File: src/design/assert_macros.svh
// assertion macros shared by the design files
`ifndef ASSERT_MACROS_SVH
`define ASSERT_MACROS_SVH

// same-cycle implication, reset masks the check
`define ASSERT_IMP(label, clk, rst_n, ante, cons, msg) \
  label: assert property (@(posedge clk) disable iff (!rst_n) (ante) |-> (cons)) \
    else $error(msg);

// next-cycle implication, reset masks the check
`define ASSERT_NXT(label, clk, rst_n, ante, cons, msg) \
  label: assert property (@(posedge clk) disable iff (!rst_n) (ante) |=> (cons)) \
    else $error(msg);

`endif

File: src/design/i2cadc_pkg.sv
// shared types and codes of the i2c converter transaction master
package i2cadc_pkg;

  localparam int PHASE_W = 5;
  localparam int OP_W    = 4;
  localparam int FUNC_W  = 3;
  localparam int KIND_W  = 2;
  localparam int ADDR_W  = 7;
  localparam int REG_W   = 16;
  localparam int PADDR_W = 5;

  // bus phases
  localparam logic [PHASE_W-1:0] PH_IDLE     = 5'd0;
  localparam logic [PHASE_W-1:0] PH_ST_FREE  = 5'd1;
  localparam logic [PHASE_W-1:0] PH_ST_HOLD  = 5'd2;
  localparam logic [PHASE_W-1:0] PH_SB_HOLD  = 5'd3;
  localparam logic [PHASE_W-1:0] PH_SB_SETUP = 5'd4;
  localparam logic [PHASE_W-1:0] PH_SB_LOW   = 5'd5;
  localparam logic [PHASE_W-1:0] PH_SB_LOWF  = 5'd6;
  localparam logic [PHASE_W-1:0] PH_SB_HIGH  = 5'd7;
  localparam logic [PHASE_W-1:0] PH_RB_LOW   = 5'd8;
  localparam logic [PHASE_W-1:0] PH_RB_SETUP = 5'd9;
  localparam logic [PHASE_W-1:0] PH_RB_HIGH  = 5'd10;
  localparam logic [PHASE_W-1:0] PH_SP_SETUP = 5'd11;
  localparam logic [PHASE_W-1:0] PH_SP_LOW   = 5'd12;
  localparam logic [PHASE_W-1:0] PH_SP_SUSTO = 5'd13;

  // transaction steps
  localparam logic [OP_W-1:0] OP_END     = 4'd0;
  localparam logic [OP_W-1:0] OP_START   = 4'd1;
  localparam logic [OP_W-1:0] OP_S_GC    = 4'd2;
  localparam logic [OP_W-1:0] OP_S_RST   = 4'd3;
  localparam logic [OP_W-1:0] OP_S_AW    = 4'd4;
  localparam logic [OP_W-1:0] OP_S_AR    = 4'd5;
  localparam logic [OP_W-1:0] OP_S_PTR   = 4'd6;
  localparam logic [OP_W-1:0] OP_S_ONE   = 4'd7;
  localparam logic [OP_W-1:0] OP_S_HI    = 4'd8;
  localparam logic [OP_W-1:0] OP_S_LO    = 4'd9;
  localparam logic [OP_W-1:0] OP_R_HI    = 4'd10;
  localparam logic [OP_W-1:0] OP_R_LO    = 4'd11;
  localparam logic [OP_W-1:0] OP_RESTART = 4'd12;
  localparam logic [OP_W-1:0] OP_STOP    = 4'd13;

  // command codes on the input beat
  localparam logic [FUNC_W-1:0] FUNC_TICK      = 3'd0;
  localparam logic [FUNC_W-1:0] FUNC_GC_RESET  = 3'd1;
  localparam logic [FUNC_W-1:0] FUNC_RD_CFG    = 3'd2;
  localparam logic [FUNC_W-1:0] FUNC_RD_SAMPLE = 3'd3;
  localparam logic [FUNC_W-1:0] FUNC_WR_CFG    = 3'd4;

  localparam logic [KIND_W-1:0] KIND_GC        = 2'd0;
  localparam logic [KIND_W-1:0] KIND_RD_CFG    = 2'd1;
  localparam logic [KIND_W-1:0] KIND_RD_SAMPLE = 2'd2;
  localparam logic [KIND_W-1:0] KIND_WR_CFG    = 2'd3;

  // register indexes
  localparam logic [2:0] REG_DEV_ADDR   = 3'd0;
  localparam logic [2:0] REG_BUS_FREE   = 3'd1;
  localparam logic [2:0] REG_START_HOLD = 3'd2;
  localparam logic [2:0] REG_DATA_HOLD  = 3'd3;
  localparam logic [2:0] REG_DATA_SETUP = 3'd4;
  localparam logic [2:0] REG_CLK_LOW    = 3'd5;
  localparam logic [2:0] REG_CLK_HIGH   = 3'd6;
  localparam logic [2:0] REG_STOP_SETUP = 3'd7;

  localparam logic [ADDR_W-1:0] RST_DEV_ADDR   = 7'd72;
  localparam logic [REG_W-1:0]  RST_BUS_FREE   = 16'd10;
  localparam logic [REG_W-1:0]  RST_START_HOLD = 16'd10;
  localparam logic [REG_W-1:0]  RST_DATA_HOLD  = 16'd1;
  localparam logic [REG_W-1:0]  RST_DATA_SETUP = 16'd5;
  localparam logic [REG_W-1:0]  RST_CLK_LOW    = 16'd10;
  localparam logic [REG_W-1:0]  RST_CLK_HIGH   = 16'd10;
  localparam logic [REG_W-1:0]  RST_STOP_SETUP = 16'd10;

  // bytes sent on the bus
  localparam logic [7:0] GC_BYTE     = 8'h00;
  localparam logic [7:0] RST_BYTE    = 8'h06;
  localparam logic [7:0] PTR_SAMPLE  = 8'h00;
  localparam logic [7:0] PTR_CONFIG  = 8'h01;

  typedef struct packed {
    logic [PHASE_W-1:0] phase;
    logic [3:0]         bit_idx;
    logic [2:0]         byte_idx;
    logic [7:0]         shift;
    logic               sda;
    logic               scl;
    logic [15:0]        rdata;
    logic [3:0]         ack;
    logic [KIND_W-1:0]  kind;
    logic [15:0]        wval;
    logic               done;
  } seq_state_t;

  typedef struct packed {
    logic        scl_release;
    logic        sda_release;
    logic        busy_res;
    logic        done_res;
    logic [15:0] read_word;
    logic [3:0]  ack_bits;
  } result_t;

  typedef struct packed {
    logic loop;
    logic emit;
    logic idle;
  } seq_stat_t;

endpackage

File: src/design/i2cadc_cfg.sv
// register file of the configuration port with clamped phase targets
module i2cadc_cfg #(
  parameter int TW = 16
) (
  input  logic                           clk,
  input  logic                           rst_n,
  input  logic                           psel,
  input  logic                           penable,
  input  logic                           pwrite,
  input  logic [i2cadc_pkg::PADDR_W-1:0] paddr,
  input  logic [31:0]                    pwdata,
  output logic [31:0]                    prdata,
  output logic [i2cadc_pkg::ADDR_W-1:0]  dev_addr,
  output logic [TW-1:0]                  t_free,
  output logic [TW-1:0]                  t_start,
  output logic [TW-1:0]                  t_dhold,
  output logic [TW-1:0]                  t_setup,
  output logic [TW-1:0]                  t_low,
  output logic [TW-1:0]                  t_high,
  output logic [TW-1:0]                  t_stop,
  output logic [TW-1:0]                  t_low_hs,
  output logic [TW-1:0]                  t_high_s,
  output logic [TW-1:0]                  t_low_s
);
  import i2cadc_pkg::*;

  localparam int CW = (TW > 17) ? TW : 17;

  logic [ADDR_W-1:0] dev_r, dev_nxt;
  logic [REG_W-1:0]  free_r, free_nxt, start_r, start_nxt, dhold_r, dhold_nxt;
  logic [REG_W-1:0]  setup_r, setup_nxt, low_r, low_nxt, high_r, high_nxt;
  logic [REG_W-1:0]  stop_r, stop_nxt;
  logic [TW-1:0]     free_t_r, start_t_r, dhold_t_r, setup_t_r, low_t_r, high_t_r;
  logic [TW-1:0]     stop_t_r, low_hs_t_r, high_s_t_r, low_s_t_r;
  logic              wr;
  logic [2:0]        idx;

  // saturate to the tick counter range
  function automatic logic [TW-1:0] lim(input logic [16:0] v);
    logic [CW-1:0] ve;
    logic [CW-1:0] mx;
    ve = CW'(v);
    mx = CW'({TW{1'b1}});
    lim = (ve > mx) ? mx[TW-1:0] : ve[TW-1:0];
  endfunction

  // a minus b, floored at zero
  function automatic logic [16:0] sub0(input logic [15:0] a, input logic [16:0] b);
    logic [16:0] ae;
    ae = {1'b0, a};
    sub0 = (ae > b) ? (ae - b) : 17'd0;
  endfunction

  assign wr  = psel & penable & pwrite;
  assign idx = paddr[4:2];

  always_comb begin
    dev_nxt   = dev_r;
    free_nxt  = free_r;
    start_nxt = start_r;
    dhold_nxt = dhold_r;
    setup_nxt = setup_r;
    low_nxt   = low_r;
    high_nxt  = high_r;
    stop_nxt  = stop_r;
    if (wr) begin
      unique case (idx)
        REG_DEV_ADDR:   dev_nxt   = pwdata[ADDR_W-1:0];
        REG_BUS_FREE:   free_nxt  = pwdata[REG_W-1:0];
        REG_START_HOLD: start_nxt = pwdata[REG_W-1:0];
        REG_DATA_HOLD:  dhold_nxt = pwdata[REG_W-1:0];
        REG_DATA_SETUP: setup_nxt = pwdata[REG_W-1:0];
        REG_CLK_LOW:    low_nxt   = pwdata[REG_W-1:0];
        REG_CLK_HIGH:   high_nxt  = pwdata[REG_W-1:0];
        REG_STOP_SETUP: stop_nxt  = pwdata[REG_W-1:0];
      endcase
    end
  end

  always_ff @(posedge clk) begin
    if (!rst_n) begin
      dev_r   <= RST_DEV_ADDR;
      free_r  <= RST_BUS_FREE;
      start_r <= RST_START_HOLD;
      dhold_r <= RST_DATA_HOLD;
      setup_r <= RST_DATA_SETUP;
      low_r   <= RST_CLK_LOW;
      high_r  <= RST_CLK_HIGH;
      stop_r  <= RST_STOP_SETUP;
    end else begin
      dev_r   <= dev_nxt;
      free_r  <= free_nxt;
      start_r <= start_nxt;
      dhold_r <= dhold_nxt;
      setup_r <= setup_nxt;
      low_r   <= low_nxt;
      high_r  <= high_nxt;
      stop_r  <= stop_nxt;
    end
  end

  // targets follow the next register values so they line up with the registers
  always_ff @(posedge clk) begin
    free_t_r   <= lim({1'b0, free_nxt});
    start_t_r  <= lim({1'b0, start_nxt});
    dhold_t_r  <= lim({1'b0, dhold_nxt});
    setup_t_r  <= lim({1'b0, setup_nxt});
    low_t_r    <= lim({1'b0, low_nxt});
    high_t_r   <= lim({1'b0, high_nxt});
    stop_t_r   <= lim({1'b0, stop_nxt});
    low_hs_t_r <= lim(sub0(low_nxt, {1'b0, dhold_nxt} + {1'b0, setup_nxt}));
    high_s_t_r <= lim(sub0(high_nxt, {1'b0, setup_nxt}));
    low_s_t_r  <= lim(sub0(low_nxt, {1'b0, setup_nxt}));
  end

  always_comb begin
    unique case (idx)
      REG_DEV_ADDR:   prdata = 32'(dev_r);
      REG_BUS_FREE:   prdata = 32'(free_r);
      REG_START_HOLD: prdata = 32'(start_r);
      REG_DATA_HOLD:  prdata = 32'(dhold_r);
      REG_DATA_SETUP: prdata = 32'(setup_r);
      REG_CLK_LOW:    prdata = 32'(low_r);
      REG_CLK_HIGH:   prdata = 32'(high_r);
      REG_STOP_SETUP: prdata = 32'(stop_r);
    endcase
  end

  assign dev_addr = dev_r;
  assign t_free   = free_t_r;
  assign t_start  = start_t_r;
  assign t_dhold  = dhold_t_r;
  assign t_setup  = setup_t_r;
  assign t_low    = low_t_r;
  assign t_high   = high_t_r;
  assign t_stop   = stop_t_r;
  assign t_low_hs = low_hs_t_r;
  assign t_high_s = high_s_t_r;
  assign t_low_s  = low_s_t_r;

endmodule

File: src/design/i2cadc_core.sv
// bus sequencer: tick counter, phase machine and one bus action per cycle
module i2cadc_core #(
  parameter int TW = 16
) (
  input  logic                          clk,
  input  logic                          rst_n,
  input  logic                          in_valid,
  input  logic [i2cadc_pkg::FUNC_W-1:0] func,
  input  logic [15:0]                   write_word,
  input  logic                          sda_in,
  output logic                          in_ready,
  input  logic                          out_ok,
  input  logic [i2cadc_pkg::ADDR_W-1:0] dev_addr,
  input  logic [TW-1:0]                 t_free,
  input  logic [TW-1:0]                 t_start,
  input  logic [TW-1:0]                 t_dhold,
  input  logic [TW-1:0]                 t_setup,
  input  logic [TW-1:0]                 t_low,
  input  logic [TW-1:0]                 t_high,
  input  logic [TW-1:0]                 t_stop,
  input  logic [TW-1:0]                 t_low_hs,
  input  logic [TW-1:0]                 t_high_s,
  input  logic [TW-1:0]                 t_low_s,
  output i2cadc_pkg::result_t           res,
  output i2cadc_pkg::seq_stat_t         stat
);
  import i2cadc_pkg::*;

  seq_state_t  st_r, st_nxt;
  logic [TW-1:0] tick_r, tick_nxt;
  logic        pending_r, pending_nxt;
  logic        sample_r, sample_nxt;
  logic [TW-1:0] tgt;
  logic        cond, loop_now, emit, accept;

  function automatic logic [OP_W-1:0] cur_op(input logic [KIND_W-1:0] k,
                                             input logic [2:0] b);
    logic [OP_W-1:0] op;
    op = OP_END;
    unique case (k)
      KIND_GC: begin
        unique case (b)
          3'd0:    op = OP_START;
          3'd1:    op = OP_S_GC;
          3'd2:    op = OP_S_RST;
          3'd3:    op = OP_STOP;
          default: op = OP_END;
        endcase
      end
      KIND_RD_CFG, KIND_RD_SAMPLE: begin
        unique case (b)
          3'd0: op = OP_START;
          3'd1: op = OP_S_AW;
          3'd2: op = OP_S_PTR;
          3'd3: op = OP_RESTART;
          3'd4: op = OP_S_AR;
          3'd5: op = OP_R_HI;
          3'd6: op = OP_R_LO;
          3'd7: op = OP_STOP;
        endcase
      end
      KIND_WR_CFG: begin
        unique case (b)
          3'd0:    op = OP_START;
          3'd1:    op = OP_S_AW;
          3'd2:    op = OP_S_ONE;
          3'd3:    op = OP_S_HI;
          3'd4:    op = OP_S_LO;
          3'd5:    op = OP_STOP;
          default: op = OP_END;
        endcase
      end
    endcase
    return op;
  endfunction

  // ack_bits position of each sent byte
  function automatic logic [1:0] ack_slot(input logic [KIND_W-1:0] k, input logic [2:0] b);
    logic [1:0] s;
    s = 2'd0;
    if (b == 3'd2) s = 2'd1;
    else if (b == 3'd4 && k != KIND_GC) s = (k == KIND_WR_CFG) ? 2'd3 : 2'd2;
    else if (b == 3'd3 && k == KIND_WR_CFG) s = 2'd2;
    return s;
  endfunction

  function automatic logic is_send(input logic [OP_W-1:0] op);
    return (op >= OP_S_GC) && (op <= OP_S_LO);
  endfunction

  function automatic logic is_recv(input logic [OP_W-1:0] op);
    return (op == OP_R_HI) || (op == OP_R_LO);
  endfunction

  function automatic logic [7:0] send_value(input logic [OP_W-1:0] op,
                                            input seq_state_t s,
                                            input logic [ADDR_W-1:0] a);
    logic [7:0] v;
    unique case (op)
      OP_S_GC:  v = GC_BYTE;
      OP_S_RST: v = RST_BYTE;
      OP_S_AW:  v = {a, 1'b0};
      OP_S_AR:  v = {a, 1'b1};
      OP_S_PTR: v = (s.kind == KIND_RD_CFG) ? PTR_CONFIG : PTR_SAMPLE;
      OP_S_ONE: v = PTR_CONFIG;
      OP_S_HI:  v = s.wval[15:8];
      OP_S_LO:  v = s.wval[7:0];
      default:  v = 8'd0;
    endcase
    return v;
  endfunction

  function automatic logic next_level(input seq_state_t s);
    return is_send(cur_op(s.kind, s.byte_idx)) && (s.bit_idx < 4'd8) && s.shift[7];
  endfunction

  function automatic seq_state_t begin_bit(input seq_state_t s);
    seq_state_t r;
    logic [OP_W-1:0] op;
    logic send_now;
    r = s;
    op = cur_op(s.kind, s.byte_idx);
    send_now = is_send(op) ? (s.bit_idx < 4'd8) : (s.bit_idx >= 4'd8);
    if (send_now) begin
      r.phase = (next_level(s) != s.sda) ? PH_SB_HOLD : PH_SB_LOWF;
    end else begin
      r.sda   = 1'b1;
      r.phase = PH_RB_LOW;
    end
    return r;
  endfunction

  function automatic seq_state_t begin_item(input seq_state_t s,
                                            input logic [ADDR_W-1:0] a);
    seq_state_t r;
    logic [OP_W-1:0] op;
    r = s;
    op = cur_op(s.kind, s.byte_idx);
    r.bit_idx = 4'd0;
    if (op == OP_START) begin
      r.phase = PH_ST_FREE;
    end else if (is_send(op)) begin
      r.shift = send_value(op, s, a);
      r = begin_bit(r);
    end else if (is_recv(op)) begin
      r.shift = 8'd0;
      r = begin_bit(r);
    end else if (op == OP_STOP || op == OP_RESTART) begin
      r.sda   = 1'b0;
      r.phase = PH_SP_SETUP;
    end else begin
      r.phase = PH_IDLE;
      r.done  = 1'b1;
    end
    return r;
  endfunction

  function automatic seq_state_t bit_done(input seq_state_t s,
                                          input logic [ADDR_W-1:0] a);
    seq_state_t r;
    logic [OP_W-1:0] op;
    r = s;
    op = cur_op(s.kind, s.byte_idx);
    if (is_send(op) && s.bit_idx < 4'd8) r.shift = {s.shift[6:0], 1'b0};
    r.bit_idx = s.bit_idx + 4'd1;
    if (r.bit_idx >= 4'd9) begin
      if (op == OP_R_HI) r.rdata[15:8] = r.shift;
      if (op == OP_R_LO) r.rdata[7:0] = r.shift;
      r.byte_idx = s.byte_idx + 3'd1;
      r = begin_item(r, a);
    end else begin
      r = begin_bit(r);
    end
    return r;
  endfunction

  // one bus action; every action restarts the tick count
  function automatic seq_state_t act(input seq_state_t s,
                                     input logic [ADDR_W-1:0] a,
                                     input logic smp);
    seq_state_t r;
    logic [OP_W-1:0] op;
    r = s;
    op = cur_op(s.kind, s.byte_idx);
    unique case (s.phase)
      PH_ST_FREE: begin
        r.sda   = 1'b0;
        r.phase = PH_ST_HOLD;
      end
      PH_ST_HOLD: begin
        r.scl      = 1'b0;
        r.byte_idx = s.byte_idx + 3'd1;
        r = begin_item(r, a);
      end
      PH_SB_HOLD: begin
        r.sda   = next_level(s);
        r.phase = PH_SB_SETUP;
      end
      PH_SB_SETUP: r.phase = PH_SB_LOW;
      PH_SB_LOW, PH_SB_LOWF: begin
        r.scl   = 1'b1;
        r.phase = PH_SB_HIGH;
      end
      PH_SB_HIGH, PH_RB_HIGH: begin
        r.scl = 1'b0;
        r = bit_done(r, a);
      end
      PH_RB_LOW: begin
        r.scl   = 1'b1;
        r.phase = PH_RB_SETUP;
      end
      PH_RB_SETUP: begin
        if (is_send(op)) r.ack = s.ack | (4'(smp) << ack_slot(s.kind, s.byte_idx));
        else r.shift = {s.shift[6:0], smp};
        r.phase = PH_RB_HIGH;
      end
      PH_SP_SETUP: r.phase = PH_SP_LOW;
      PH_SP_LOW: begin
        r.scl   = 1'b1;
        r.phase = PH_SP_SUSTO;
      end
      PH_SP_SUSTO: begin
        r.sda = 1'b1;
        if (op == OP_RESTART) begin
          r.phase = PH_ST_FREE;
        end else begin
          r.phase = PH_IDLE;
          r.done  = 1'b1;
        end
      end
      default: begin
        r.phase = PH_IDLE;
        r.done  = 1'b1;
      end
    endcase
    return r;
  endfunction

  always_comb begin
    unique case (st_r.phase)
      PH_ST_FREE:  tgt = t_free;
      PH_ST_HOLD:  tgt = t_start;
      PH_SB_HOLD:  tgt = t_dhold;
      PH_SB_SETUP: tgt = t_setup;
      PH_SB_LOW:   tgt = t_low_hs;
      PH_SB_LOWF:  tgt = t_low;
      PH_SB_HIGH:  tgt = t_high;
      PH_RB_LOW:   tgt = t_low;
      PH_RB_SETUP: tgt = t_setup;
      PH_RB_HIGH:  tgt = t_high_s;
      PH_SP_SETUP: tgt = t_setup;
      PH_SP_LOW:   tgt = t_low_s;
      PH_SP_SUSTO: tgt = t_stop;
      default:     tgt = '0;
    endcase
  end

  // a due action holds the beat; otherwise the tick result goes out
  assign cond     = (st_r.phase != PH_IDLE) && (tick_r >= tgt);
  assign loop_now = pending_r && cond;
  assign emit     = pending_r && !cond && out_ok;
  assign in_ready = !pending_r || emit;
  assign accept   = in_valid && in_ready;

  always_comb begin
    st_nxt      = st_r;
    tick_nxt    = tick_r;
    pending_nxt = pending_r;
    sample_nxt  = sample_r;
    if (loop_now) begin
      st_nxt   = act(st_r, dev_addr, sample_r);
      tick_nxt = '0;
    end else if (accept) begin
      pending_nxt = 1'b1;
      sample_nxt  = sda_in;
      st_nxt.done = 1'b0;
      if (st_r.phase != PH_IDLE) begin
        if (!(&tick_r)) tick_nxt = tick_r + TW'(1);
      end else if (func == FUNC_GC_RESET || func == FUNC_RD_CFG ||
                   func == FUNC_RD_SAMPLE || func == FUNC_WR_CFG) begin
        st_nxt.kind     = KIND_W'(func - FUNC_GC_RESET);
        st_nxt.wval     = write_word;
        st_nxt.ack      = 4'd0;
        st_nxt.byte_idx = 3'd0;
        st_nxt.bit_idx  = 4'd0;
        st_nxt.phase    = PH_ST_FREE;
        tick_nxt        = '0;
      end
    end else if (emit) begin
      pending_nxt = 1'b0;
    end
  end

  always_ff @(posedge clk) begin
    if (!rst_n) begin
      st_r        <= '0;
      st_r.sda    <= 1'b1;
      st_r.scl    <= 1'b1;
      tick_r      <= '0;
      pending_r   <= 1'b0;
      sample_r    <= 1'b1;
    end else begin
      st_r      <= st_nxt;
      tick_r    <= tick_nxt;
      pending_r <= pending_nxt;
      sample_r  <= sample_nxt;
    end
  end

  assign res.scl_release = st_r.scl;
  assign res.sda_release = st_r.sda;
  assign res.busy_res    = st_r.phase != PH_IDLE;
  assign res.done_res    = st_r.done;
  assign res.read_word   = st_r.rdata;
  assign res.ack_bits    = st_r.ack;

  assign stat.loop = loop_now;
  assign stat.emit = emit;
  assign stat.idle = st_r.phase == PH_IDLE;

endmodule

File: src/design/i2cadc_out.sv
// result register of the output stream
module i2cadc_out (
  input  logic                clk,
  input  logic                rst_n,
  input  logic                load,
  input  i2cadc_pkg::result_t res,
  output logic                can_load,
  output logic                out_tvalid,
  input  logic                out_tready,
  output logic [23:0]         out_tdata
);
  import i2cadc_pkg::*;

  logic        valid_r, valid_nxt;
  logic [23:0] data_r;

  assign can_load = !valid_r || out_tready;

  always_comb begin
    valid_nxt = valid_r;
    if (load) valid_nxt = 1'b1;
    else if (out_tready) valid_nxt = 1'b0;
  end

  always_ff @(posedge clk) begin
    if (!rst_n) valid_r <= 1'b0;
    else valid_r <= valid_nxt;
  end

  always_ff @(posedge clk) begin
    if (load) begin
      data_r <= {res.ack_bits, res.read_word, res.done_res, res.busy_res,
                 res.sda_release, res.scl_release};
    end
  end

  assign out_tvalid = valid_r;
  assign out_tdata  = data_r;

endmodule

File: src/design/i2c_adc_transaction_master.sv
// timing: an accepted tick beat is held in the core while its due bus actions run one by one
// (delays of zero chain actions); then its result is loaded into the output register
// throughput: one tick beat per cycle; the single-action sequencer and output stalls hold it
// reset: synchronous active-low rst_n; bus released, sequencer idle, registers at defaults
module i2c_adc_transaction_master #(
  parameter int TIMER_WIDTH = 16
) (
  input  logic        clk,
  input  logic        rst_n,
  input  logic        in_tvalid,
  output logic        in_tready,
  input  logic [23:0] in_tdata,   // write_word[15:0], sda_in[16], zero pad
  input  logic [2:0]  in_tuser,   // func[2:0]
  output logic        out_tvalid,
  input  logic        out_tready,
  // scl_release[0], sda_release[1], busy_res[2], done_res[3], read_word[19:4], ack_bits[23:20]
  output logic [23:0] out_tdata,
  input  logic        cfg_psel,
  input  logic        cfg_penable,
  input  logic        cfg_pwrite,
  input  logic [4:0]  cfg_paddr,
  input  logic [31:0] cfg_pwdata,
  output logic [31:0] cfg_prdata,
  output logic        cfg_pready
);
  import i2cadc_pkg::*;

`include "assert_macros.svh"

  localparam int TW = TIMER_WIDTH;

  logic [ADDR_W-1:0] dev_addr;
  logic [TW-1:0]     t_free, t_start, t_dhold, t_setup, t_low, t_high, t_stop;
  logic [TW-1:0]     t_low_hs, t_high_s, t_low_s;
  result_t           res;
  seq_stat_t         stat;
  logic              out_ok;

  assign cfg_pready = 1'b1;

  i2cadc_cfg #(.TW(TW)) u_cfg (
    .clk      (clk),
    .rst_n    (rst_n),
    .psel     (cfg_psel),
    .penable  (cfg_penable),
    .pwrite   (cfg_pwrite),
    .paddr    (cfg_paddr),
    .pwdata   (cfg_pwdata),
    .prdata   (cfg_prdata),
    .dev_addr (dev_addr),
    .t_free   (t_free),
    .t_start  (t_start),
    .t_dhold  (t_dhold),
    .t_setup  (t_setup),
    .t_low    (t_low),
    .t_high   (t_high),
    .t_stop   (t_stop),
    .t_low_hs (t_low_hs),
    .t_high_s (t_high_s),
    .t_low_s  (t_low_s)
  );

  i2cadc_core #(.TW(TW)) u_core (
    .clk        (clk),
    .rst_n      (rst_n),
    .in_valid   (in_tvalid),
    .func       (in_tuser),
    .write_word (in_tdata[15:0]),
    .sda_in     (in_tdata[16]),
    .in_ready   (in_tready),
    .out_ok     (out_ok),
    .dev_addr   (dev_addr),
    .t_free     (t_free),
    .t_start    (t_start),
    .t_dhold    (t_dhold),
    .t_setup    (t_setup),
    .t_low      (t_low),
    .t_high     (t_high),
    .t_stop     (t_stop),
    .t_low_hs   (t_low_hs),
    .t_high_s   (t_high_s),
    .t_low_s    (t_low_s),
    .res        (res),
    .stat       (stat)
  );

  i2cadc_out u_out (
    .clk        (clk),
    .rst_n      (rst_n),
    .load       (stat.emit),
    .res        (res),
    .can_load   (out_ok),
    .out_tvalid (out_tvalid),
    .out_tready (out_tready),
    .out_tdata  (out_tdata)
  );

  // no new tick is taken while the current tick still has a bus action due
  `ASSERT_IMP(a_hold_in_loop, clk, rst_n, stat.loop, !in_tready, "beat taken during action")
  // a finished tick lands in the result register
  `ASSERT_NXT(a_emit_valid, clk, rst_n, stat.emit, out_tvalid, "result not registered")
  // an accepted command leaves the idle phase
  `ASSERT_NXT(a_cmd_starts, clk, rst_n,
    in_tvalid && in_tready && stat.idle && (in_tuser == FUNC_GC_RESET ||
    in_tuser == FUNC_RD_CFG || in_tuser == FUNC_RD_SAMPLE || in_tuser == FUNC_WR_CFG),
    !stat.idle, "command did not start")
  // the finishing tick reports the bus free
  `ASSERT_IMP(a_done_idle, clk, rst_n, out_tvalid && out_tdata[3], !out_tdata[2],
    "done while busy")

endmodule

File: config.mk
export PLATFORM = sky130hd
export DESIGN_NAME = i2c_adc_transaction_master
export DESIGN_NICKNAME = d
export VERILOG_FILES = /design/src/design/i2cadc_pkg.sv /design/src/design/i2cadc_cfg.sv /design/src/design/i2cadc_core.sv /design/src/design/i2cadc_out.sv /design/src/design/i2c_adc_transaction_master.sv
export VERILOG_INCLUDE_DIRS = /design/src /design/src/design
export SDC_FILE = /design/constraint.sdc
export NUM_CORES = 1
export LEC_CHECK = 0
export BUFFER_PORTS_ARGS = -buffer_cell sky130_fd_sc_hd__buf_2
export CAP_MARGIN = 20
export CORE_MARGIN = 5
export CORE_UTILIZATION = 61
export CTS_CLUSTER_SIZE = 16
export DETAILED_ROUTE_END_ITERATION = 16
export PLACE_DENSITY_LB_ADDON = 0.15
export SYNTH_ARGS = -nofsm -noshare
export SYNTH_HDL_FRONTEND = slang
export SYNTH_SLANG_ARGS = --single-unit
File: constraint.sdc
create_clock -name clk -period 8.5 [get_ports clk]
set_input_delay 1.7 -clock clk [delete_from_list [all_inputs] [get_ports clk]]
set_output_delay 1.7 -clock clk [all_outputs]
set_load 0.1 [all_outputs]
* Word level (Yosys, flattened, before mapping) *
Memory sizes are Yosys's and may differ from the RTL's. A register that Yosys moved wholly into a read port is not among the register bits.
Index checks and enable logic that the tools add are counted.

storage, ports and cells
  register bits after elaboration = 383
  bits in read-only memories = 416
  bits of input ports = 71
  output and inout port bits = 59
  word-level logic and storage cells = 458
  memories kept = 13

memory list
  memory            depth  bits a word  read ports  clocked after Yosys merged registers in  write ports  RTL line           source
  (name not given)  8      4            1           1                                        0            i2cadc_core.sv:51  unique case (b)
  (name not given)  8      4            1           0                                        0            i2cadc_core.sv:51
  (name not given)  8      4            1           0                                        0            i2cadc_core.sv:51
  (name not given)  8      4            1           0                                        0            i2cadc_core.sv:51
  (name not given)  8      4            1           0                                        0            i2cadc_core.sv:51
  (name not given)  8      4            1           1                                        0            i2cadc_core.sv:51
  +7 memories       n/a    n/a          n/a         n/a                                      n/a          n/a

cells by class
  add/subtract/negate cells = 8
  magnitude comparators = 37
  equal/unequal tests = 96
  shift-type cells = 1
  multiplexer cells = 186
  bitwise logic cells = 7
  reduce and logical (&&, ||, !) cells = 76

operator list
  operator                                                                              count
  16-bit two-way mux                                                                    17
  32-bit case mux with 8 select lines                                                   1
  4-bit two-way mux                                                                     51
  61-bit two-way mux                                                                    3
  4-bit case mux with 3 select lines                                                    14
  16-bit case mux with 10 select lines                                                  1
  8-bit two-way mux                                                                     17
  56-bit two-way mux                                                                    2
  8-bit case mux with 7 select lines                                                    2
  4-bit equality test (second input constant)                                           15
  5-bit case mux with 11 select lines                                                   1
  4-bit by 2-bit greater-or-equal comparator with 1-bit output (second input constant)  13
  4-bit less-or-equal comparator (second input constant)                                13
  17-bit by 16-bit > comparator with 1-bit output (second input constant)               3
  17-bit two-way mux                                                                    3
  12-bit two-way mux                                                                    4
  4-bit case mux with 6 select lines                                                    2
  23-bit two-way mux                                                                    2
  5-bit two-way mux                                                                     9
  22-bit two-way mux                                                                    2
  3-bit two-way mux                                                                     14
  3-bit != test (second input constant)                                                 13
  18-bit case mux with 2 select lines                                                   1
  16-bit by 16-bit subtractor with 17-bit output                                        2
  64 further kinds                                                                      206

* Longest topological paths before layout *
  depth after elaboration = 36
  gate-level depth with buffers = 25
  depth with buffers taken out = 21

* Hierarchy *
Synthesis repeated with hierarchy kept, for this count alone.

unflattened totals
  cells, all modules = 2076
  area, all modules = 19695.1 um^2

by module, submodules not included
  module                      instances  cells an instance  area an instance (um^2)
  i2cadc_cfg                  1          1223               12388.1
  i2cadc_core                 1          823                6526.3
  i2cadc_out                  1          28                 769.5
  i2c_adc_transaction_master  1          2                  11.3

* Worst setup path after synthesis *
OpenSTA, ideal clock, no wires.

  kind = input -> output
  start = in cfg_paddr[4]
  end = out cfg_prdata[14]
  arrival = 5.033 ns
  setup slack = 1.767 ns
  cell stages on the path = 7
  cells stage by stage = buf_1 clkbuf_1 clkbuf_1 nand2_1 nor2_1 a21oi_1 o21ai_0

between the ends
  cells in the longest elaborated chain, start to end = 2
  elaborated cells on any way between the ends = 9
  those cells by class = eq/ne (7); mux (1); reduce/logical (1)

ends and longest elaborated chain
  what                                               RTL line                          source
  start: declaration                                 i2c_adc_transaction_master.sv:21  input logic [4:0] cfg_paddr,
  3-bit equality test, or another cell as far along  i2cadc_cfg.sv:117                 unique case (idx)
  32-bit case mux with 8 select lines (*)            i2cadc_cfg.sv:117
  end: declaration                                   i2c_adc_transaction_master.sv:23  output logic [31:0] cfg_prdata,

Mark *: on every way between the ends. The rest lies on a longest branch, timed or not. The select of a mux whose other input is x is not followed.

* Final worst setup path *
  start = reg u_core.st_r[59] (netlist name)
  end = out in_tready

between the ends
  cells in the longest elaborated chain, start to end = 9
  elaborated cells on any way between the ends = 23
  those cells by class = order compare (1); eq/ne (13); mux (1); reduce/logical (8)

ends and longest elaborated chain
  what                                                                                                                     RTL line                          source
  start: declaration                                                                                                       i2cadc_core.sv:29                 seq_state_t st_r, st_nxt;
  start signal: assignment                                                                                                 i2cadc_core.sv:303                st_r <= st_nxt;
  5-bit by 3-bit equality test with 1-bit output / 5-bit by 4-bit equality test with 1-bit output (equally long branches)  i2cadc_core.sv:240                unique case (st_r.phase)
  3-bit OR reduction (no source line) / 2-bit OR reduction (equally long branches)                                         n/a
  16-bit case mux with 10 select lines                                                                                     i2cadc_core.sv:240
  16-bit greater-or-equal comparator                                                                                       i2cadc_core.sv:259                assign cond = (st_r.phase != PH_IDLE) && (tick_r >= tgt);
  1-bit logical AND (*)                                                                                                    i2cadc_core.sv:259
  1-bit zero test (*)                                                                                                      i2cadc_core.sv:261                assign emit = pending_r && !cond && out_ok;
  1-bit logical AND (*) (2 in series)                                                                                      i2cadc_core.sv:261
  1-bit logical OR (*)                                                                                                     i2cadc_core.sv:262                assign in_ready = !pending_r || emit;
  end: declaration                                                                                                         i2c_adc_transaction_master.sv:11  output logic in_tready,

Mark *: on every way between the ends. The rest lies on a longest branch, timed or not.

==> impl_metrics.tcl <==
set metrics [dict create \
    maxCapViolations 0 \
    hold_buffers 0 \
    dr.first_iter.drc_count 1396 \
    clk_latency_ns 0.54 \
    period_needed_ns 7.13 \
    synthCells 1999 \
    slew_violations 0 \
    power_density_mw_per_mm2 197 \
    routabilityCongestion 0.956 \
    totalWireLength_microns 55900 \
    wl_per_cell_microns 22.3 \
    design_area_sq_mm 0.0210 \
    grt_pass1_vias 15400 \
    htree_levels 2 \
    outcome "finished, final reports clean" \
    die_w_microns 186 \
    vias_per_cell 6.32 \
    placed_area_sq_mm 0.0197 \
    setup_viol 0 \
    grt_pass1_wl_microns 86800 \
    nNetsFinal 2252 \
    fillerInstances 2480 \
    async_flop_share_pct 0 \
    skew_ns 0.0223 \
    synth_edf_count 24 \
    synth-seq-cells 386 \
    synthFlopType "dfxtp_1" \
    yosysTopAreaCell "dfxtp_1" \
    antenna_found_initial 3 \
    core_area_sq_mm 0.0306 \
    postRouteAntennaNets 0 \
    p_leak_nw 8.98 \
    cp_max_fo 16 \
    avgSynthCellArea_sq_um 9.44 \
    yosysMostFrequentCell "dfxtp_1" \
    tightest_slew_ns 1.13 \
    end_kind "output pin" \
    cts_tree "done" \
    slew_headroom_pct 24.2 \
    yosysUniqueCellTypes 82 \
    cts-buffers-inserted 41 \
    synth_commonest_cells "dfxtp_1, nor2_1, a21oi_1" \
    die-area_sq_mm 0.0346 \
    drc_errors 0 \
    synth_area_leaders "dfxtp_1, ha_1, mux2_2" \
    cts_sinks 386 \
    first_pass_iters 6 \
    start_util_pct 61.7 \
    synth.yosys.seq_area_share_pct 42.2 \
    grt_usage_pct 32.2 \
    dieHeight_microns 186 \
    grt_max_degree 75 \
    yosysTopAreaCellShare_pct 38.4 \
    grt_setup_unrepaired "no" \
    crit_required_ns 6.80 \
    cp.arrival_ns 5.43 \
    synthesis.area_sq_mm 0.0189 \
    start_kind "flop" \
    place_hpwl_microns 40300 \
    clk_pin_slew_ns 0.06 \
    finalHoldViolCount 0 \
    via_count 15800 \
    cts_max_path_buffers 3 \
    setup_tns_ns 0 \
    yosys_warnings 0 \
    pin_count 130 \
    port_buffers 87 \
    cts_resized 0 \
    drive_above_1_share_pct 16.0 \
    rows 64 \
    vdd_drop_max_mv 0.195 \
    syn2layout_area_growth_pct 11.3 \
    cts_setup_buffers 0 \
    hold_path.class "reg -> reg" \
    cts_root_buf "clkbuf_16" \
    r2r_setup_slack_ns 2.71 \
    finalCritPeriodShare_pct 83.9 \
    fmaxAchievable_mhz 140 \
    crit_type "reg -> out" \
    grt_overflow 0 \
]
==> state kept, by name, indices dropped and copies added, names as in the netlist, 7 cells and up, named ones only <==
register,count
u_out.out_tdata,24
u_cfg.dev_addr,7
u_cfg.t_free,16
u_cfg.dhold_r,16
u_core.tick_r,16
u_cfg.t_high,16
u_cfg.t_low_hs,16
u_cfg.t_dhold,16
u_cfg.t_setup,16
u_cfg.t_low,16
u_cfg.setup_r,16
u_core.st_r,37
u_cfg.free_r,16
u_cfg.t_stop,16
u_cfg.t_high_s,16
u_cfg.low_r,16
u_cfg.stop_r,16
u_cfg.high_r,16
u_cfg.t_low_s,16
u_core.res,23
u_cfg.t_start,16
u_cfg.start_r,16
==> where the power goes <==
part / leakage, nW / internal, mW / switching, mW / total (mW)
combinational: 5.20 / 0.134 / 0.338 / 0.472
clock: 0.622 / 0.991 / 0.728 / 1.72
sequential: 3.16 / 1.91 / 0.0359 / 1.95
total: 8.98 / 3.04 / 1.10 / 4.14
==> layout make-up <==
type / instances / area, sq um / area share [%]
multi-input combinational: 1446 / 10200 / 48.8
sequential: 386 / 7970 / 37.9
clock buffer: 56 / 1120 / 5.34
timing repair buffer: 125 / 721 / 3.43
tap: 396 / 495 / 2.36
inverter: 74 / 278 / 1.32
clock inverter: 19 / 165 / 0.786
antenna: 2 / 5.00 / 0.0238
==> cell usage in the layout, fill, tap and decap left out, types with 29 or more instances in the layout <==
cell,n
xnor2_1,29
mux2_2,100
nor3_1,29
buf_2,87
ha_1,103
clkbuf_16,41
dfxtp_1,362
a221oi_1,46
nand3_1,48
buf_4,38
a21oi_1,137
nor2_1,163
and2_1,92
a22oi_1,43
nand2_1,130
mux2i_1,63
o21ai_0,70
inv_1,70
==> per-layer routing <==
metal	routed length (microns)	vias up	share of wire, %	track usage (%)
met5	13	-	0.023	0
met4	3020	2	5.4	15.3
met3	3620	180	6.5	4.20
met2	26700	650	48	54.5
met1	22500	7648	40	40.8
li1	-	7347	-	-
==> logic make-up after synthesis <==
| logic type | share of synthesized area, % |
|---|---|
| muxes | 10.6 |
| AOI/OAI and AO/OA | 17.4 |
| adders and majority gates | 7.25 |
| other | 0.0398 |
| DFF | 42.2 |
| buffers and inverters | 4.02 |
| and+or+nand+nor | 15.9 |
| xor gates and xnor gates | 2.60 |
==> critical path, cell delays in order (launching register included) <==
cell and delay [ns]:
dfxtp_1 0.62, clkinv_1 0.43, nand2_1 0.18, nor2_1 0.11
buf_4 0.27, a22oi_1 0.30, nand3_1 0.13, a221oi_1 0.69
ha_1 0.37, a21o_1 0.18, a2111oi_0 0.52, o21a_1 0.25
o21ai_1 0.20, nand2_1 0.17, buf_2 0.44
==> metrics by stage <==
stage / power [mW] / worst slack (ns) / instances / util [%] / hold slack [ns]
after floorplan: 2.32 / 1.77 / 2014 / - / 0.402
after global placement: 2.44 / 1.41 / 2427 / 64.4 / 0.411
after detailed placement: 2.45 / 1.33 / 2427 / 64.4 / 0.422
after CTS: 4.15 / 1.40 / 2502 / 68.6 / 0.436
after global routing: 4.28 / 1.03 / 2504 / 68.7 / 0.441
final: 4.14 / 1.37 / 2504 / 68.7 / 0.433
==> path summary, 6_finish.rpt <==
| kind | startpoint | endpoint | cells past startpoint |
|---|---|---|---|
| worst min register to register | u_core.res[3] | u_out.out_tdata[23] | 0 |
| worst max register to register | u_core.st_r[59] | u_core.tick_r[3] | 15 |
| worst max-delay path | u_core.st_r[59] | in_tready | 14 |
| worst min-delay path | u_core.res[3] | u_out.out_tdata[23] | 0 |
No activity file was read; power rests on OpenSTA's default activity.
